[config.mk]
export PLATFORM = sky130hd
export DESIGN_NAME = zip_central_directory_parser
export DESIGN_NICKNAME = d
export VERILOG_FILES = /design/src/sv/zcdp_pkg.sv /design/src/sv/zcdp_in_stage.sv /design/src/sv/zcdp_field_engine.sv /design/src/sv/zcdp_out_stage.sv /design/src/sv/zip_central_directory_parser.sv
export SDC_FILE = /design/constraint.sdc
export NUM_CORES = 1
export LEC_CHECK = 0
export BUFFER_PORTS_ARGS = -buffer_cell sky130_fd_sc_hd__buf_2
export CAP_MARGIN = 20
export CORE_UTILIZATION = 60
export CTS_CLUSTER_DIAMETER = 60
export CTS_CLUSTER_SIZE = 16
export DETAILED_ROUTE_END_ITERATION = 10
export PLACE_DENSITY = 0.81
export RECOVER_POWER = 50
export SYNTH_ARGS = -nofsm -noshare
export SYNTH_HDL_FRONTEND = slang
export SYNTH_SLANG_ARGS = --single-unit
[constraint.sdc]
create_clock -name clock -period 8.45 [get_ports clock]
set_clock_uncertainty 0.05 [all_clocks]
set_input_delay 0.845 -clock clock [delete_from_list [all_inputs] [get_ports clock]]
set_output_delay 0.845 -clock clock [all_outputs]
set_load 0.01 [all_outputs]
[src/sv/zcdp_pkg.sv]
// types and constants shared by the zip central directory parser
package zcdp_pkg;

   localparam int unsigned POS_WIDTH = 18;

   // record layout, offsets within the fixed part
   localparam logic [POS_WIDTH-1:0] POS_SIG_END     = 18'd4;
   localparam logic [POS_WIDTH-1:0] POS_METHOD_LO   = 18'd10;
   localparam logic [POS_WIDTH-1:0] POS_METHOD_HI   = 18'd11;
   localparam logic [POS_WIDTH-1:0] POS_CRC         = 18'd16;
   localparam logic [POS_WIDTH-1:0] POS_PACKED      = 18'd20;
   localparam logic [POS_WIDTH-1:0] POS_PLAIN       = 18'd24;
   localparam logic [POS_WIDTH-1:0] POS_PLAIN_END   = 18'd28;
   localparam logic [POS_WIDTH-1:0] POS_NAME_LEN_LO = 18'd28;
   localparam logic [POS_WIDTH-1:0] POS_NAME_LEN_HI = 18'd29;
   localparam logic [POS_WIDTH-1:0] POS_EXTRA_LO    = 18'd30;
   localparam logic [POS_WIDTH-1:0] POS_EXTRA_HI    = 18'd31;
   localparam logic [POS_WIDTH-1:0] POS_COMMENT_LO  = 18'd32;
   localparam logic [POS_WIDTH-1:0] POS_COMMENT_HI  = 18'd33;
   localparam logic [POS_WIDTH-1:0] POS_OFFSET      = 18'd42;
   localparam logic [POS_WIDTH-1:0] FIXED_PART      = 18'd46;
   localparam logic [POS_WIDTH-1:0] FIXED_LAST      = 18'd45;
   // longest record is the fixed part plus three maximal lengths
   localparam logic [POS_WIDTH-1:0] MAX_POSITION    = 18'd196650;

   localparam logic [7:0] SLASH_CHAR = 8'h2F;
   localparam logic [7:0] SIGNATURE [4] = '{8'h50, 8'h4B, 8'h01, 8'h02};

   typedef struct packed {
      logic       valid;
      logic [7:0] data_byte;
   } zcdp_item_type;

   typedef struct packed {
      logic        name_byte_valid;
      logic [7:0]  name_byte;
      logic        entry_done;
      logic        bad_signature;
      logic [15:0] compression_method;
      logic [31:0] entry_crc;
      logic [31:0] packed_size;
      logic [31:0] plain_size;
      logic [15:0] name_length;
      logic [31:0] local_offset;
      logic        is_directory;
      logic        last_entry;
   } zcdp_result_type;

endpackage

[src/sv/zcdp_in_stage.sv]
// input register stage with stall generation
module zcdp_in_stage (
   input  logic                   clock,
   input  logic                   reset,
   input  logic                   req_valid,
   input  logic [7:0]             req_data_byte,
   output logic                   req_stall,
   input  logic                   advance,
   output zcdp_pkg::zcdp_item_type item
);
   import zcdp_pkg::*;

   logic       valid_ff;
   logic       valid_in;
   logic [7:0] byte_ff;
   logic [7:0] byte_in;
   logic       accept;
   logic       drain;

   // held byte can leave whenever the result register has room
   assign drain     = valid_ff & advance;
   assign req_stall = valid_ff & ~advance;
   assign accept    = req_valid & ~req_stall;

   always_comb begin
      valid_in = valid_ff;
      byte_in  = byte_ff;
      if (accept) begin
         valid_in = 1'b1;
         byte_in  = req_data_byte;
      end else if (drain) begin
         valid_in = 1'b0;
      end
   end

   always_ff @(posedge clock) begin
      if (reset) begin
         valid_ff <= 1'b0;
      end else begin
         valid_ff <= valid_in;
      end
   end

   always_ff @(posedge clock) begin
      byte_ff <= byte_in;
   end

   assign item.valid     = valid_ff;
   assign item.data_byte = byte_ff;

endmodule

[src/sv/zcdp_field_engine.sv]
// record position tracking, field gathering and per-byte result
module zcdp_field_engine (
   input  logic                     clock,
   input  logic                     reset,
   input  logic                     cfg_write,
   input  logic [15:0]              cfg_entry_count,
   input  logic                     step,
   input  logic [7:0]               data_byte,
   output zcdp_pkg::zcdp_result_type result
);
   import zcdp_pkg::*;

   logic [15:0]          entry_count_ff;
   logic [POS_WIDTH-1:0] position_ff, position_in;
   logic [15:0]          records_ff, records_in;
   logic [15:0]          method_ff, method_in;
   logic [31:0]          crc_ff, crc_in;
   logic [31:0]          packed_ff, packed_in;
   logic [31:0]          plain_ff, plain_in;
   logic [15:0]          name_len_ff, name_len_in;
   logic [15:0]          extra_len_ff, extra_len_in;
   logic [15:0]          comment_len_ff, comment_len_in;
   logic [31:0]          offset_ff, offset_in;
   logic [7:0]           final_char_ff, final_char_in;
   logic                 error_ff, error_in;

   logic                 active;
   logic                 sig_bad;
   logic                 record_end;
   logic [POS_WIDTH-1:0] total_len;
   logic [POS_WIDTH-1:0] name_end;
   logic [POS_WIDTH:0]   pos_plus_one;
   logic [1:0]           offset_lane;

   assign active       = ~error_ff & (records_ff < entry_count_ff);
   assign name_end     = FIXED_PART + POS_WIDTH'(name_len_ff);
   assign total_len    = name_end + POS_WIDTH'(extra_len_in) + POS_WIDTH'(comment_len_in);
   assign pos_plus_one = {1'b0, position_ff} + (POS_WIDTH+1)'(1);
   // offset field starts two lanes into a word boundary
   assign offset_lane  = position_ff[1:0] + 2'd2;

   always_comb begin
      position_in    = position_ff;
      records_in     = records_ff;
      method_in      = method_ff;
      crc_in         = crc_ff;
      packed_in      = packed_ff;
      plain_in       = plain_ff;
      name_len_in    = name_len_ff;
      extra_len_in   = extra_len_ff;
      comment_len_in = comment_len_ff;
      offset_in      = offset_ff;
      final_char_in  = final_char_ff;
      error_in       = error_ff;
      sig_bad        = 1'b0;
      record_end     = 1'b0;
      result         = '0;

      if (step && active) begin
         if (position_ff < POS_SIG_END) begin
            sig_bad = (data_byte != SIGNATURE[position_ff[1:0]]);
         end else if (position_ff == POS_METHOD_LO || position_ff == POS_METHOD_HI) begin
            method_in[{position_ff[0], 3'b000} +: 8] = data_byte;
         end else if (position_ff >= POS_CRC && position_ff < POS_PACKED) begin
            crc_in[{position_ff[1:0], 3'b000} +: 8] = data_byte;
         end else if (position_ff >= POS_PACKED && position_ff < POS_PLAIN) begin
            packed_in[{position_ff[1:0], 3'b000} +: 8] = data_byte;
         end else if (position_ff >= POS_PLAIN && position_ff < POS_PLAIN_END) begin
            plain_in[{position_ff[1:0], 3'b000} +: 8] = data_byte;
         end else if (position_ff == POS_NAME_LEN_LO || position_ff == POS_NAME_LEN_HI) begin
            name_len_in[{position_ff[0], 3'b000} +: 8] = data_byte;
         end else if (position_ff == POS_EXTRA_LO || position_ff == POS_EXTRA_HI) begin
            extra_len_in[{position_ff[0], 3'b000} +: 8] = data_byte;
         end else if (position_ff == POS_COMMENT_LO || position_ff == POS_COMMENT_HI) begin
            comment_len_in[{position_ff[0], 3'b000} +: 8] = data_byte;
         end else if (position_ff >= POS_OFFSET && position_ff < FIXED_PART) begin
            offset_in[{offset_lane, 3'b000} +: 8] = data_byte;
         end else if (position_ff >= FIXED_PART && position_ff < name_end) begin
            result.name_byte_valid = 1'b1;
            result.name_byte       = data_byte;
            final_char_in          = data_byte;
         end

         record_end = (position_ff >= FIXED_LAST) &&
                      (pos_plus_one >= {1'b0, total_len});

         if (sig_bad) begin
            error_in             = 1'b1;
            result.bad_signature = 1'b1;
         end else if (record_end) begin
            records_in                = records_ff + 16'd1;
            result.entry_done         = 1'b1;
            result.compression_method = method_in;
            result.entry_crc          = crc_in;
            result.packed_size        = packed_in;
            result.plain_size         = plain_in;
            result.name_length        = name_len_in;
            result.local_offset       = offset_in;
            result.is_directory       = (name_len_in != 16'd0) && (final_char_in == SLASH_CHAR);
            result.last_entry         = (records_in == entry_count_ff);
            position_in               = '0;
            final_char_in             = 8'd0;
         end else begin
            position_in = pos_plus_one[POS_WIDTH-1:0];
         end
      end
   end

   always_ff @(posedge clock) begin
      if (reset || cfg_write) begin
         position_ff    <= '0;
         records_ff     <= 16'd0;
         method_ff      <= 16'd0;
         crc_ff         <= 32'd0;
         packed_ff      <= 32'd0;
         plain_ff       <= 32'd0;
         name_len_ff    <= 16'd0;
         extra_len_ff   <= 16'd0;
         comment_len_ff <= 16'd0;
         offset_ff      <= 32'd0;
         final_char_ff  <= 8'd0;
         error_ff       <= 1'b0;
      end else begin
         position_ff    <= position_in;
         records_ff     <= records_in;
         method_ff      <= method_in;
         crc_ff         <= crc_in;
         packed_ff      <= packed_in;
         plain_ff       <= plain_in;
         name_len_ff    <= name_len_in;
         extra_len_ff   <= extra_len_in;
         comment_len_ff <= comment_len_in;
         offset_ff      <= offset_in;
         final_char_ff  <= final_char_in;
         error_ff       <= error_in;
      end
   end

   always_ff @(posedge clock) begin
      if (reset) begin
         entry_count_ff <= 16'd0;
      end else if (cfg_write) begin
         entry_count_ff <= cfg_entry_count;
      end
   end

   a_position_bound: assert property (@(posedge clock) disable iff (reset)
      position_ff <= MAX_POSITION)
      else $error("record position past the longest possible record");

   a_count_bound: assert property (@(posedge clock) disable iff (reset)
      records_ff <= entry_count_ff)
      else $error("parsed more records than configured");

   a_error_sticky: assert property (@(posedge clock) disable iff (reset)
      error_ff && !cfg_write |=> error_ff)
      else $error("signature error cleared without a restart");

endmodule

[src/sv/zcdp_out_stage.sv]
// result register toward the response channel
module zcdp_out_stage (
   input  logic                       clock,
   input  logic                       reset,
   input  logic                       load,
   input  zcdp_pkg::zcdp_result_type  result,
   input  logic                       rsp_stall,
   output logic                       rsp_valid,
   output logic                       advance,
   output zcdp_pkg::zcdp_result_type  rsp_result
);
   import zcdp_pkg::*;

   logic            valid_ff;
   logic            valid_in;
   zcdp_result_type result_ff;
   zcdp_result_type result_in;

   // register is free when empty or when its transaction completes now
   assign advance = ~valid_ff | ~rsp_stall;

   always_comb begin
      valid_in  = valid_ff;
      result_in = result_ff;
      if (advance) begin
         valid_in  = load;
         result_in = result;
      end
   end

   always_ff @(posedge clock) begin
      if (reset) begin
         valid_ff <= 1'b0;
      end else begin
         valid_ff <= valid_in;
      end
   end

   always_ff @(posedge clock) begin
      result_ff <= result_in;
   end

   assign rsp_valid  = valid_ff;
   assign rsp_result = result_ff;

endmodule

[src/sv/zip_central_directory_parser.sv]
// top level of the zip central directory parser
//
// Bytes of a ZIP central directory enter on the req_ channel, one per
// transaction, and each byte yields exactly one transaction on the rsp_
// channel. A transaction moves when valid is high and stall is low.
// The rsp_ fields flag name bytes, a signature mismatch, and at the last
// byte of each record the gathered entry metadata.
// A byte lands in the input register, then one pass of position compare
// and field update fills the result register. Throughput is one byte per
// cycle while rsp_stall is low; a new byte is taken while the previous
// result waits. When the receiver stalls, the result register holds and
// req_stall rises only once the input register is also occupied.
// csr_entry_count sets the number of records to parse; each write restarts
// parsing from the start of a record and clears the error. csr_ready is
// high while no byte is in flight. Reset clears the count to zero, so bytes
// produce all-zero results until a count is written.
module zip_central_directory_parser (
   input  logic        clock,
   input  logic        reset,
   input  logic        req_valid,
   output logic        req_stall,
   input  logic [7:0]  req_data_byte,
   output logic        rsp_valid,
   input  logic        rsp_stall,
   output logic        rsp_name_byte_valid,
   output logic [7:0]  rsp_name_byte,
   output logic        rsp_entry_done,
   output logic        rsp_bad_signature,
   output logic [15:0] rsp_compression_method,
   output logic [31:0] rsp_entry_crc,
   output logic [31:0] rsp_packed_size,
   output logic [31:0] rsp_plain_size,
   output logic [15:0] rsp_name_length,
   output logic [31:0] rsp_local_offset,
   output logic        rsp_is_directory,
   output logic        rsp_last_entry,
   input  logic        csr_valid,
   output logic        csr_ready,
   input  logic [15:0] csr_entry_count
);
   import zcdp_pkg::*;

   zcdp_item_type   item;
   zcdp_result_type result;
   zcdp_result_type rsp_result;
   logic            advance;
   logic            step;
   logic            cfg_write;

   assign step      = item.valid & advance;
   assign csr_ready = ~item.valid & ~rsp_valid;
   assign cfg_write = csr_valid & csr_ready;

   zcdp_in_stage u_in_stage (
      .clock         (clock),
      .reset         (reset),
      .req_valid     (req_valid),
      .req_data_byte (req_data_byte),
      .req_stall     (req_stall),
      .advance       (advance),
      .item          (item)
   );

   zcdp_field_engine u_field_engine (
      .clock           (clock),
      .reset           (reset),
      .cfg_write       (cfg_write),
      .cfg_entry_count (csr_entry_count),
      .step            (step),
      .data_byte       (item.data_byte),
      .result          (result)
   );

   zcdp_out_stage u_out_stage (
      .clock      (clock),
      .reset      (reset),
      .load       (step),
      .result     (result),
      .rsp_stall  (rsp_stall),
      .rsp_valid  (rsp_valid),
      .advance    (advance),
      .rsp_result (rsp_result)
   );

   assign rsp_name_byte_valid    = rsp_result.name_byte_valid;
   assign rsp_name_byte          = rsp_result.name_byte;
   assign rsp_entry_done         = rsp_result.entry_done;
   assign rsp_bad_signature      = rsp_result.bad_signature;
   assign rsp_compression_method = rsp_result.compression_method;
   assign rsp_entry_crc          = rsp_result.entry_crc;
   assign rsp_packed_size        = rsp_result.packed_size;
   assign rsp_plain_size         = rsp_result.plain_size;
   assign rsp_name_length        = rsp_result.name_length;
   assign rsp_local_offset       = rsp_result.local_offset;
   assign rsp_is_directory       = rsp_result.is_directory;
   assign rsp_last_entry         = rsp_result.last_entry;

   a_done_xor_bad: assert property (@(posedge clock) disable iff (reset)
      rsp_valid |-> !(rsp_entry_done && rsp_bad_signature))
      else $error("record end and signature error in one transaction");

   a_dir_needs_done: assert property (@(posedge clock) disable iff (reset)
      rsp_valid && (rsp_is_directory || rsp_last_entry) |-> rsp_entry_done)
      else $error("entry flags set outside a record end");

   a_stall_when_full: assert property (@(posedge clock) disable iff (reset)
      req_stall |-> item.valid && rsp_valid)
      else $error("input stalled while a register stage is free");

endmodule
==> impl_summary.md, run 1 <==
Global route
The met1 usage is 0.389. Entering global routing, the biggest net connects 89 pins. For met2 alone, demand over resource in global routing was 0.498.

The number of antenna violations at the first check in global routing was 0. In the global route stage, met3 resource usage came out at 0.0405. The first global-routing pass estimated 86200 um of wire. Across every metal layer, demand over resource in global routing totals 0.298. The number of global-route vias before repair came to 16300. The routing layer with the top usage in global route is met2. The total overflow left after global routing is 0.

Power and ir drop
The share of total power dissipated in sequential elements is 0.545. Dividing total power by cell area gives a power density of 174 mW/mm2. The share of total power consumed by net switching is 0.225. The internal portion of the total power is 3.17 mW.

Of the total power, combinational logic draws 0.044. The highest ir drop seen on vdd is 191 uV. For this design the static power due to leakage is 8.58 nW. The total power is 4.09 mW. In this run the power spent charging and discharging nets is 919 uW. Of the total power, the clock network draws 0.411.

Yosys
The number of distinct standard cells referenced by the synthesized netlist is 72. Ranked by instance count, the synthesized netlist is headed by sky130_fd_sc_hd__nor2_1 (305), sky130_fd_sc_hd__dfxtp_1 (253), sky130_fd_sc_hd__nand2_1 (226). The number of enable-type register cells in the synthesized netlist is 181. For this run, the register share of the synthesized area comes to 0.491. In this run the cell area of the synthesized design comes to 0.0214 mm2. The synthesized design spends more area on one cell type than any other, namely sky130_fd_sc_hd__edfxtp_1. The mean instance size in the synthesized netlist is 9.53 um2. The post-synthesis sequential element count is 434. By instance count, the leading cell after synthesis is sky130_fd_sc_hd__nor2_1.

The synthesized netlist net count is 2366. The async set-reset flop share out of synthesis is 0. The Yosys warning count is 0. The share of synthesized area in the top cell type comes to 0.254. For this run, the leading register cell type out of synthesis is sky130_fd_sc_hd__dfxtp_1. Sorting the synthesized cells by area gives the leading types as sky130_fd_sc_hd__edfxtp_1 (25%), sky130_fd_sc_hd__dfxtp_1 (24%), sky130_fd_sc_hd__mux2i_1 (6.9%), sky130_fd_sc_hd__nor2_1 (5.4%), sky130_fd_sc_hd__ha_1 (4.4%). Synthesis handed over a netlist of 2245 instances.

Floorplanning
The total die area is 0.0364 mm2. The overall die width is 191 um. The I/O pin count is 205. The row count is 68. The vertical extent of the die is 191 um. The initial core utilization is 0.615. The region available for standard cell placement spans 0.0348 mm2.

Clocking
The CTS clock-pin slew for the worst setup and hold paths is 70 ps. The H-tree was split into 2 levels. In this run, CTS created clock tree buffers numbering 35.

The TritonCTS sink count is 434. The number of setup buffers added after CTS is 0. The CTS tree is yes. The clock root buffer master is sky130_fd_sc_hd__clkbuf_16. Hold repair after CTS inserted 0 buffers.

The number of instances resized during post-cts repair is 0. The clock latency at the later pin of the worst-skew pair is 540 ps. Counting along the longest clock path gives a buffer depth of 3.

Timing
The number of failing hold endpoints at the final stage is 0. Setup repair after global routing left no endpoint under its margin. The shortest period the worst path allows is 7880 ps. The setup total negative slack is 0 ps.

The maximum clock frequency is 127 MHz. The relative slew slack is -1.83. In the finished design, the share of the clock period the worst path needs comes to 0.933.

The final setup violation count is 0. The count of pins over their slew limit was 247. The worst-margin pin slew is 4220 ps. The final hold slack is 410 ps.

Drt
The routed layout has 17500 vias. The pre-antenna-repair detailed-routing pass consisted of 6 iterations. In this run the remaining antenna-violating nets after routing total 0. The average routed wire per standard cell is 19.4 um. For this block, the routed nets add up to 55300 um of wire. For this run, design rule violations remaining after detail routing come to 0. The per-cell via count in the routed design is 6.17. The violation count after the first detailed-route iteration is 1790.

Run
Max-cap violations in this run came to 4.

Placed design
The HPWL after detailed placement is 36300 um. The count of buffers from port buffering is 204. The final weighted congestion in routability-driven placement is 0.861.

Status
The checks that failed: capacitance limit, slew limit. The run finished, with violations left.

Setup path
The biggest fanout along the worst timing path is 41. STA classifies the critical path startpoint as a flop. The classification of the worst setup path is reg -> reg. For the worst setup path, the data arrival time is 8300 ps.

The slowest cell on the critical path is sky130_fd_sc_hd__or4_4. Data on the critical path is required at its endpoint by 8860 ps. The maximum cell stage delay along the critical path is 670 ps. The worst setup path is captured at a flop.

Final layout
The net count of the finished layout is 2483. The count of filler cells inserted in the layout is 2706. The share of layout cells above drive strength 1 is 0.0611. The area growth from synthesis to layout is 10.1%. The number of antenna repair diodes is 0.

Registers take 0.0105 mm2. The area of the multi-input gates is 0.0101 mm2.

Hold path
The min-delay analysis places its worst path in the category reg -> reg.
layer usage:
| metal | share of wire | up-vias |
|---|---|---|
| li1 | - | 8152 |
| met2 | 0.49 | 867 |
| met5 | 0 | - |
| met1 | 0.39 | 8376 |
| met4 | 0.039 | 0 |
| met3 | 0.081 | 146 |
power by group through the flow:
stage,logic [mW],clock network [mW],registers [mW]
global route,0.192,1.78,2.23
CTS,0.187,1.70,2.23
global placement,0.182,0,2.27
floorplan,0.0941,0,2.29
finish,0.179,1.68,2.23
detailed placement,0.186,0,2.27
layout make-up:
cell class | count | area share
Sequential cell | 434 | 0.446
Multi-Input combinational cell | 1592 | 0.427
Timing Repair Buffer | 235 | 0.0441
Clock buffer | 54 | 0.0424
Tap cell | 455 | 0.0242
Inverter | 64 | 0.0103
Clock inverter | 10 | 0.00664
critical path, delay by kind of cell (launching register included):
kind / cells / cell delay, ps
AO/OA/AOI/OAI: 10 / 2460
AND/OR/NAND/NOR: 8 / 2300
adder cells (fa/ha/maj): 5 / 1600
flip-flops: 1 / 550
buffers and inverters: 3 / 450
multiplexers: 1 / 290
XOR/XNOR: 1 / 100
final timing paths:
kind                                 from                             to  slack, ps  depth (start not counted)
max          u_field_engine.records_ff[8]  u_field_engine.records_ff[11]        570                         28
min           u_field_engine.method_ff[2]    u_field_engine.method_ff[2]        410                          2
max reg2reg  u_field_engine.records_ff[8]  u_field_engine.records_ff[11]        570                         28
min reg2reg   u_field_engine.method_ff[2]    u_field_engine.method_ff[2]        410                          2
state kept, by name, indices dropped and copies added (netlist names):
name and flops:
u_out_stage.rsp_result 173, u_field_engine.extra_len_ff 16, u_field_engine.offset_ff 32, u_field_engine.final_char_ff 8, u_field_engine.packed_ff 32, u_field_engine.method_ff 16, u_field_engine.crc_ff 32, u_field_engine.plain_ff 32
u_in_stage.byte_ff 8, u_field_engine.name_len_ff 16, u_in_stage.valid_ff 1, u_field_engine.error_ff 1, u_field_engine.position_ff 18, u_field_engine.comment_len_ff 16, u_field_engine.entry_count_ff 16, u_field_engine.records_ff 16
u_out_stage.rsp_valid 1
per-stage QoR:
| stage | setup WS, ps | instances | instance area, um2 | utilization |
|---|---|---|---|---|
| 6_report | 566 | 2844 | 23600 | 0.677 |
| 4_1_cts | 735 | 2843 | 23800 | 0.684 |
| 3_3_place_gp | 852 | 2779 | 22600 | 0.651 |
| 3_5_place_dp | 667 | 2779 | 22600 | 0.651 |
| 2_1_floorplan | 1730 | 2245 | 21400 | - |
| 5_1_grt | 133 | 2844 | 23600 | 0.677 |
logic make-up after synthesis:
group                    synth area share
adder cells (fa/ha/maj)            0.0598
XOR/XNOR                           0.0278
buffers and inverters              0.0416
multiplexers                       0.0751
AND/OR/NAND/NOR                     0.199
flip-flops                          0.491
AO/OA/AOI/OAI                       0.106
placed cells by master, fill, tap and decap left out, types with 6 or more instances in the layout:
master                        n
sky130_fd_sc_hd__dfxtp_1    253
sky130_fd_sc_hd__a21o_1       6
sky130_fd_sc_hd__o31ai_1      9
sky130_fd_sc_hd__inv_1       62
sky130_fd_sc_hd__a211oi_1     8
sky130_fd_sc_hd__o21ai_0     39
sky130_fd_sc_hd__a31oi_1      7
sky130_fd_sc_hd__xnor2_1     34
sky130_fd_sc_hd__and2_1      28
sky130_fd_sc_hd__and3_1      16
sky130_fd_sc_hd__mux2i_1    147
sky130_fd_sc_hd__xor2_1      34
sky130_fd_sc_hd__or4_1       10
sky130_fd_sc_hd__fa_1        17
sky130_fd_sc_hd__nand3_1    152
sky130_fd_sc_hd__or3_1       10
sky130_fd_sc_hd__nand4_1     37
sky130_fd_sc_hd__mux2_2       8
sky130_fd_sc_hd__a22oi_1     76
sky130_fd_sc_hd__and2_0       9
sky130_fd_sc_hd__nand2b_1    12
sky130_fd_sc_hd__a22o_1      15
sky130_fd_sc_hd__nor4_1      12
sky130_fd_sc_hd__ha_1        75
sky130_fd_sc_hd__nand2_1    226
sky130_fd_sc_hd__nor2_1     304
sky130_fd_sc_hd__nor3_1      28
sky130_fd_sc_hd__buf_4       24
sky130_fd_sc_hd__clkbuf_1   198
sky130_fd_sc_hd__nor2b_1     13
sky130_fd_sc_hd__a21oi_1    183
sky130_fd_sc_hd__edfxtp_1   181
sky130_fd_sc_hd__o21a_1       6
sky130_fd_sc_hd__clkbuf_16   37
sky130_fd_sc_hd__buf_2       26
Note: power is estimated with default switching activity, not from simulation.
==> run 2: changes to the inputs <==
--- a/config.mk
+++ b/config.mk
@@ -7,6 +7,7 @@
 export LEC_CHECK = 0
 export BUFFER_PORTS_ARGS = -buffer_cell sky130_fd_sc_hd__buf_2
 export CAP_MARGIN = 20
+export CORE_ASPECT_RATIO = 1.75
 export CORE_UTILIZATION = 60
 export CTS_CLUSTER_DIAMETER = 60
 export CTS_CLUSTER_SIZE = 16
==> constraint.sdc (replaced) <==
create_clock -name clock -period 8.45 [get_ports clock]
set_clock_uncertainty 0.05 [all_clocks]
set_input_delay 0.4225 -clock clock [delete_from_list [all_inputs] [get_ports clock]]
set_output_delay 0.4225 -clock clock [all_outputs]
set_load 0.01 [all_outputs]
==> impl_summary.md, run 2 (synthesized netlist as in run 1, its figures left out) <==
Placed design
The final weighted congestion in routability-driven placement is 0.941 (was 0.861). The total placed instance area is 0.0227 mm2 (was 0.0226 mm2). The count of buffers from port buffering is 204 (unchanged). The pre-CTS setup slack is 943 ps (was 667 ps). The number of cells after detailed placement was 2790 (was 2779). The detailed-placement wirelength estimate is 38600 um (was 36300 um).

Timing
The worst-margin pin slew is 4420 ps (was 4220 ps). The post-route worst setup slack is 803 ps (was 566 ps). The final setup violation count is 0 (unchanged). The final cycle utilization of the critical path came to 0.905 (was 0.933). The count of pins over their slew limit is 201 (was 247). RSZ-0062 raised after global routing: no (unchanged). The shortest period the worst path allows is 7650 ps (was 7880 ps). The number of failing hold endpoints at the final stage is 0 (unchanged). The setup total negative slack is 0 ps (unchanged). The maximum clock frequency is 131 MHz (was 127 MHz). The relative slew slack is -1.97 (was -1.83).

Drt
The average routed wire per standard cell is 19.5 um (was 19.4 um). The post-detailed-route count of antenna-violating nets is 0 (unchanged). The residual DRC count is 0 (unchanged). The total wire length is 55900 um (was 55300 um).

The per-cell via count in the routed design is 6.12 (was 6.17). The violation count after the first detailed-route iteration is 1601 (was 1790). The total iterations of the first detailed-routing run is 5 (was 6). The vias after detailed routing is 17500 (about the same).

Final layout
The count of non-filler cells in the finished layout is 2866 (was 2844). The commonest non-fill, non-tap cell in the layout is sky130_fd_sc_hd__nor2_1 (unchanged). Most used cells in the layout excluding fill and tap cells: sky130_fd_sc_hd__nor2_1 (304), sky130_fd_sc_hd__dfxtp_1 (253), sky130_fd_sc_hd__nand2_1 (226), sky130_fd_sc_hd__clkbuf_1 (200), sky130_fd_sc_hd__a21oi_1 (183) (was sky130_fd_sc_hd__nor2_1 (304), sky130_fd_sc_hd__dfxtp_1 (253), sky130_fd_sc_hd__nand2_1 (226), sky130_fd_sc_hd__clkbuf_1 (198), sky130_fd_sc_hd__a21oi_1 (183)). The count of filler cells inserted in the layout is 2813 (was 2706). The relative area change from synthesis to final layout is 9.86% (was 10.1%).

The number of flip-flops in the largest register is 173 (unchanged). The summed area of non-filler cells in the final layout is 0.0235 mm2 (was 0.0236 mm2). The share of layout cells above drive strength 1 is 0.0562 (was 0.0611). The layout net count is 2497 (was 2483). The area of all sequential standard cells is 0.0105 mm2 (unchanged). The number of antenna repair diodes is 0 (unchanged). The area of the multi-input gates was 0.0100 mm2 (was 0.0101 mm2).

Clocking
The maximum clock path buffer count is 3 (unchanged). The CTS clock-pin slew for the worst setup and hold paths is 70 ps (about the same). The CTS tree is yes (unchanged). The TritonCTS sink count came to 434 (unchanged). The number of clock buffers inserted by TritonCTS came to 31 (was 35). The clock root buffer master is sky130_fd_sc_hd__clkbuf_16 (unchanged). The number of instances resized during post-cts repair is 0 (unchanged). The clock latency at the later pin of the worst-skew pair is 610 ps (was 540 ps). The total setup buffers inserted after CTS is 0 (unchanged). The number of hold-repair buffers added at the cts stage is 18 (was 0). The maximum level of the CTS H-tree is 1 (was 2).

Floorplanning
The I/O pin count was 205 (unchanged). The initial core utilization is 0.608 (was 0.615). The vertical extent of the die is 252 um (was 191 um).

The core area is 0.0352 mm2 (was 0.0348 mm2). The total die area came to 0.0364 mm2 (about the same). The overall die width is 145 um (was 191 um). The row count is 91 (was 68).

Global route
The leftover overflow at the end of global routing is 0 (unchanged). The number of global-route vias before repair is 17000 (was 16300). The global-route wire length before repair is 86800 um (was 86200 um). The largest net degree at the start of global routing is 101 (was 89). The number of antenna violations at the first check in global routing came to 0 (unchanged). The global router's overall resource usage is 0.305 (was 0.298).

Run
The count of max-cap constraint violations is 3 (was 4).

Setup path
The kind of capture point of the worst setup path is a flop (unchanged). The biggest fanout along the worst timing path is 61 (was 41). The arrival time reported for the critical path endpoint was 8130 ps (was 8300 ps). The startpoint type of the worst setup path was a flop (unchanged). The data required time at the worst endpoint came to 8930 ps (was 8860 ps).

The maximum cell stage delay along the critical path is 780 ps (was 670 ps). The slowest cell on the critical path is sky130_fd_sc_hd__or4_1 (was sky130_fd_sc_hd__or4_4). The classification of the worst setup path is reg -> reg (unchanged).

Power and ir drop
The power density normalized to cell area is 163 mW/mm2 (was 174 mW/mm2). The leakage power total is 8.55 nW (was 8.58 nW). The highest ir drop seen on vdd is 158 uV (was 191 uV).

Status
Violations in the final reports: capacitance limit, slew limit (unchanged). Status: finished, violations left (unchanged).

Hold path
The type of the worst min-delay path is in -> reg (was reg -> reg).
==> run 2: changes by cell type in the layout (fill, tap and decap cells not counted), sizes merged <==
cell | previous run | this run
inv | 64 | 65
clkbuf | 237 | 233
bufinv | 3 | 0
clkinv | 4 | 1
dlygate4sd3 | 0 | 18
buf | 52 | 57
clkinvlp | 3 | 1
==> run 2: cell type report <==
cell class / count / share of cell area
Clock buffer: 55 / 0.0373
Timing Repair Buffer: 253 / 0.0524
Tap cell: 465 / 0.0248
Clock inverter: 3 / 0.00106
Multi-Input combinational cell: 1592 / 0.428
Sequential cell: 434 / 0.447
Inverter: 64 / 0.0103
==> run 2: final timing paths <==
kind,start,endpoint,slack [ps],cells after the start
setup reg to reg,u_field_engine.records_ff[8],u_field_engine.records_ff[11],800,28
hold reg to reg,u_field_engine.method_ff[3],u_field_engine.method_ff[3],410,2
setup / recovery,u_field_engine.records_ff[8],u_field_engine.records_ff[11],800,28
hold / removal,req_valid,u_in_stage.valid_ff,9,3
==> run 2: power by group <==
part,internal [mW],total (mW),switching (mW),leakage [nW]
clock network,0.702,1.42,0.723,0.431
logic,0.0470,0.186,0.139,3.94
registers,2.21,2.23,0.0187,4.18
==> run 2: routing by layer <==
layer / track usage / share of wire / up-vias
met2: 0.551 / 0.52 / 827
met4: 0.205 / 0.065 / 0
met1: 0.332 / 0.35 / 8332
met5: 0 / 0 / -
met3: 0.0281 / 0.060 / 225
li1: - / - / 8160
==> run 2: worst max-delay path, delay by kind of cell (launching register included) <==
family / cells / cell delay [ps]
simple gates: 8 / 2440
compound gates: 10 / 2080
fa+ha+maj: 5 / 1580
flops: 1 / 530
buf+inv: 3 / 440
mux: 1 / 340
xor+xnor: 1 / 90
==> run 2: per-stage QoR <==
stage                util  total power, mW  hold WS (ps)
finish              0.668             3.84          8.75
global route        0.668             3.93          23.4
CTS                 0.675             3.85          1.44
detailed placement  0.644             2.46           397
global placement    0.644             2.46           391
floorplan               -             2.38           382
==> run 3: changes to the inputs <==
--- a/config.mk
+++ b/config.mk
@@ -7,7 +7,6 @@
 export LEC_CHECK = 0
 export BUFFER_PORTS_ARGS = -buffer_cell sky130_fd_sc_hd__buf_2
 export CAP_MARGIN = 20
-export CORE_ASPECT_RATIO = 1.75
 export CORE_UTILIZATION = 60
 export CTS_CLUSTER_DIAMETER = 60
 export CTS_CLUSTER_SIZE = 16
==> impl_summary.md, run 3 (synthesized netlist as in run 1, its figures left out) <==
Status
Status: finished, violations left (unchanged). Violations in the final reports: capacitance limit, slew limit (unchanged).

Final layout
The share of layout cells above drive strength 1 is 0.0663 (was 0.0562). The number of flip-flops in the largest register came to 173 (unchanged). The summed area of non-filler cells in the final layout was 0.0237 mm2 (was 0.0235 mm2). The count of filler cells inserted in the layout is 2734 (was 2813). The post-route core utilization is 0.680 (was 0.668). The relative area change from synthesis to final layout is 10.7% (was 9.86%). The count of non-filler cells in the finished layout was 2855 (was 2866). Most used cells in the layout excluding fill and tap cells: sky130_fd_sc_hd__nor2_1 (304), sky130_fd_sc_hd__dfxtp_1 (253), sky130_fd_sc_hd__nand2_1 (226), sky130_fd_sc_hd__clkbuf_1 (196), sky130_fd_sc_hd__a21oi_1 (183) (was sky130_fd_sc_hd__nor2_1 (304), sky130_fd_sc_hd__dfxtp_1 (253), sky130_fd_sc_hd__nand2_1 (226), sky130_fd_sc_hd__clkbuf_1 (200), sky130_fd_sc_hd__a21oi_1 (183)). The layout net count is 2493 (was 2497).

The number of antenna repair diodes is 0 (unchanged). The commonest non-fill, non-tap cell in the layout is sky130_fd_sc_hd__nor2_1 (unchanged).

Hold path
The count of cells along the worst hold path was 1 (was 3). The beginning of the worst hold path is req_data_byte[0] (was req_valid). The end point of the most critical hold path was u_in_stage.byte_ff[0] (was u_in_stage.valid_ff). The type of the worst min-delay path was in -> reg (unchanged).

Power and ir drop
The leakage power total is 8.66 nW (was 8.55 nW). The internal portion of total power is 3.19 mW (was 2.96 mW). The power density normalized to cell area is 175 mW/mm2 (was 163 mW/mm2). The highest ir drop seen on vdd is 149 uV (was 158 uV). The clock power share is 0.419 (was 0.371). The total power is 4.15 mW (was 3.84 mW).

The switching power is 961 uW (was 880 uW). The share of power burned in combinational logic is 0.043 (was 0.049). The sequential share of power was 0.537 (was 0.581). The share of total power consumed by net switching was 0.231 (was 0.229).

Clocking
The maximum level of the CTS H-tree came to 2 (was 1). The number of instances resized during post-cts repair is 0 (unchanged). The number of clock buffers inserted by TritonCTS was 38 (was 31). The maximum clock path buffer count is 3 (unchanged). The TritonCTS sink count was 434 (unchanged). The clock root buffer master is sky130_fd_sc_hd__clkbuf_16 (unchanged).

The CTS clock-pin slew for the worst setup and hold paths was 70 ps (about the same). The CTS tree is yes (unchanged). The clock latency at the later pin of the worst-skew pair is 540 ps (was 610 ps).

Global route
The global-route wire length before repair is 88200 um (was 86800 um). The leftover overflow at the end of global routing is 0 (unchanged). The global router's overall resource usage is 0.304 (was 0.305).

The number of antenna violations at the first check in global routing is 0 (unchanged). The largest net degree at the start of global routing is 82 (was 101). The number of global-route vias before repair is 17000 (about the same).

Placed design
The final weighted congestion in routability-driven placement is 0.916 (was 0.941). The pre-CTS setup slack was 965 ps (was 943 ps). The number of cells after detailed placement was 2786 (was 2790). The total placed instance area is 0.0227 mm2 (about the same).

The count of buffers from port buffering is 204 (unchanged). The detailed-placement wirelength estimate is 37800 um (was 38600 um).

Timing
RSZ-0062 raised after global routing: no (unchanged). The shortest period the worst path allows is 7820 ps (was 7650 ps). The final setup violation count is 0 (unchanged).

The post-route worst setup slack is 627 ps (was 803 ps). The final cycle utilization of the critical path is 0.926 (was 0.905). The relative slew slack was -1.09 (was -1.97). The maximum clock frequency is 128 MHz (was 131 MHz).

The setup total negative slack came to 0 ps (unchanged). The final hold slack is 22.7 ps (was 8.75 ps). The worst-margin pin slew was 3130 ps (was 4420 ps). The count of pins over their slew limit was 188 (was 201). The number of failing hold endpoints at the final stage is 0 (unchanged).

Setup path
The minimum setup slack among reg-to-reg paths is 630 ps (was 800 ps). The slowest cell on the critical path was sky130_fd_sc_hd__or4b_2 (was sky130_fd_sc_hd__or4_1). The maximum cell stage delay along the critical path is 700 ps (was 780 ps). The number of cells on the worst reg-to-reg path is 30 (was 28). The data required time at the worst endpoint came to 8850 ps (was 8930 ps). The kind of capture point of the worst setup path is a flop (unchanged). The classification of the worst setup path is reg -> reg (unchanged). The reg-to-reg startpoint is u_field_engine.entry_count_ff[14] (was u_field_engine.records_ff[8]).

The startpoint type of the worst setup path is a flop (unchanged). The endpoint of the lowest-slack register-to-register path is u_field_engine.records_ff[11] (unchanged). The biggest fanout along the worst timing path is 61 (unchanged). The arrival time reported for the critical path endpoint is 8220 ps (was 8130 ps).

Drt
The average routed wire per standard cell was 19.9 um (was 19.5 um). The vias after detailed routing is 17800 (was 17500). The violation count after the first detailed-route iteration came to 1823 (was 1601). The residual DRC count is 0 (unchanged). The post-detailed-route count of antenna-violating nets is 0 (unchanged). The per-cell via count in the routed design came to 6.25 (was 6.12). The total wire length came to 56700 um (was 55900 um). The total iterations of the first detailed-routing run is 8 (was 5).

Floorplanning
The overall die width came to 191 um (was 145 um). The total die area is 0.0364 mm2 (about the same). The I/O pin count is 205 (unchanged). The initial core utilization was 0.615 (was 0.608).

The row count is 68 (was 91). The core area was 0.0348 mm2 (was 0.0352 mm2). The vertical extent of the die was 191 um (was 252 um).

Run
The count of max-cap constraint violations came to 4 (was 3).
## run 3: changes by cell type in the layout (fill, tap and decap cells not counted), sizes merged
cell | previous run | this run
clkinvlp | 1 | 2
clkinv | 1 | 6
bufinv | 0 | 1
clkbuf | 233 | 238
inv | 65 | 69
dlygate4sd3 | 18 | 1
## run 3: how the worst max path moves through the flow
stage | from | to | depth (start not counted)
2_1_floorplan | u_field_engine.entry_count_ff[14] | u_out_stage.rsp_result[32] | 33
3_3_place_gp | u_field_engine.entry_count_ff[14] | u_field_engine.records_ff[11] | 29
3_5_place_dp | u_field_engine.entry_count_ff[14] | u_field_engine.records_ff[11] | 29
4_1_cts | u_field_engine.entry_count_ff[14] | u_field_engine.records_ff[11] | 29
5_1_grt | u_field_engine.entry_count_ff[14] | u_field_engine.records_ff[11] | 30
6_report | u_field_engine.entry_count_ff[14] | u_field_engine.records_ff[11] | 30
## run 3: final cells by class
cell class,count,area [um2],area share
multi-input combinational,1592,10100,0.425
clock inverter,14,148,0.00624
inverter,64,241,0.0102
sequential,434,10500,0.443
timing repair buffer,242,1090,0.0462
tap,455,569,0.0240
clock buffer,54,1070,0.0454
## run 3: worst max-delay path: cells and delay by family (launching register included)
family | cells | cell delay, ps
compound gates | 11 | 2350
fa+ha+maj | 5 | 1600
simple gates | 7 | 1870
flops | 1 | 360
xor+xnor | 1 | 100
mux | 1 | 380
buf+inv | 5 | 1000
## run 3: routing by layer
layer  GRT usage  vias up  part of all wire  wire (um)
met4       0.138        0             0.040       2240
met1       0.394     8613              0.40      22900
met3      0.0381      150             0.079       4490
li1            -     8169                 -          -
met5           0        -                 0          0
met2       0.508      914              0.48      27100
## run 3: timing repair
item | in CTS | in global routing
hold endpoints to repair | 1 | 0
hold buffers | 1 | 0
setup buffers | 0 | 0
## run 3: power groups by stage
stage / sequential (mW) / clock, mW / combinational, mW
5_1_grt: 2.23 / 1.83 / 0.190
2_1_floorplan: 2.29 / 0 / 0.0941
6_report: 2.23 / 1.74 / 0.180
4_1_cts: 2.23 / 1.75 / 0.188
3_5_place_dp: 2.27 / 0 / 0.186
3_3_place_gp: 2.27 / 0 / 0.183
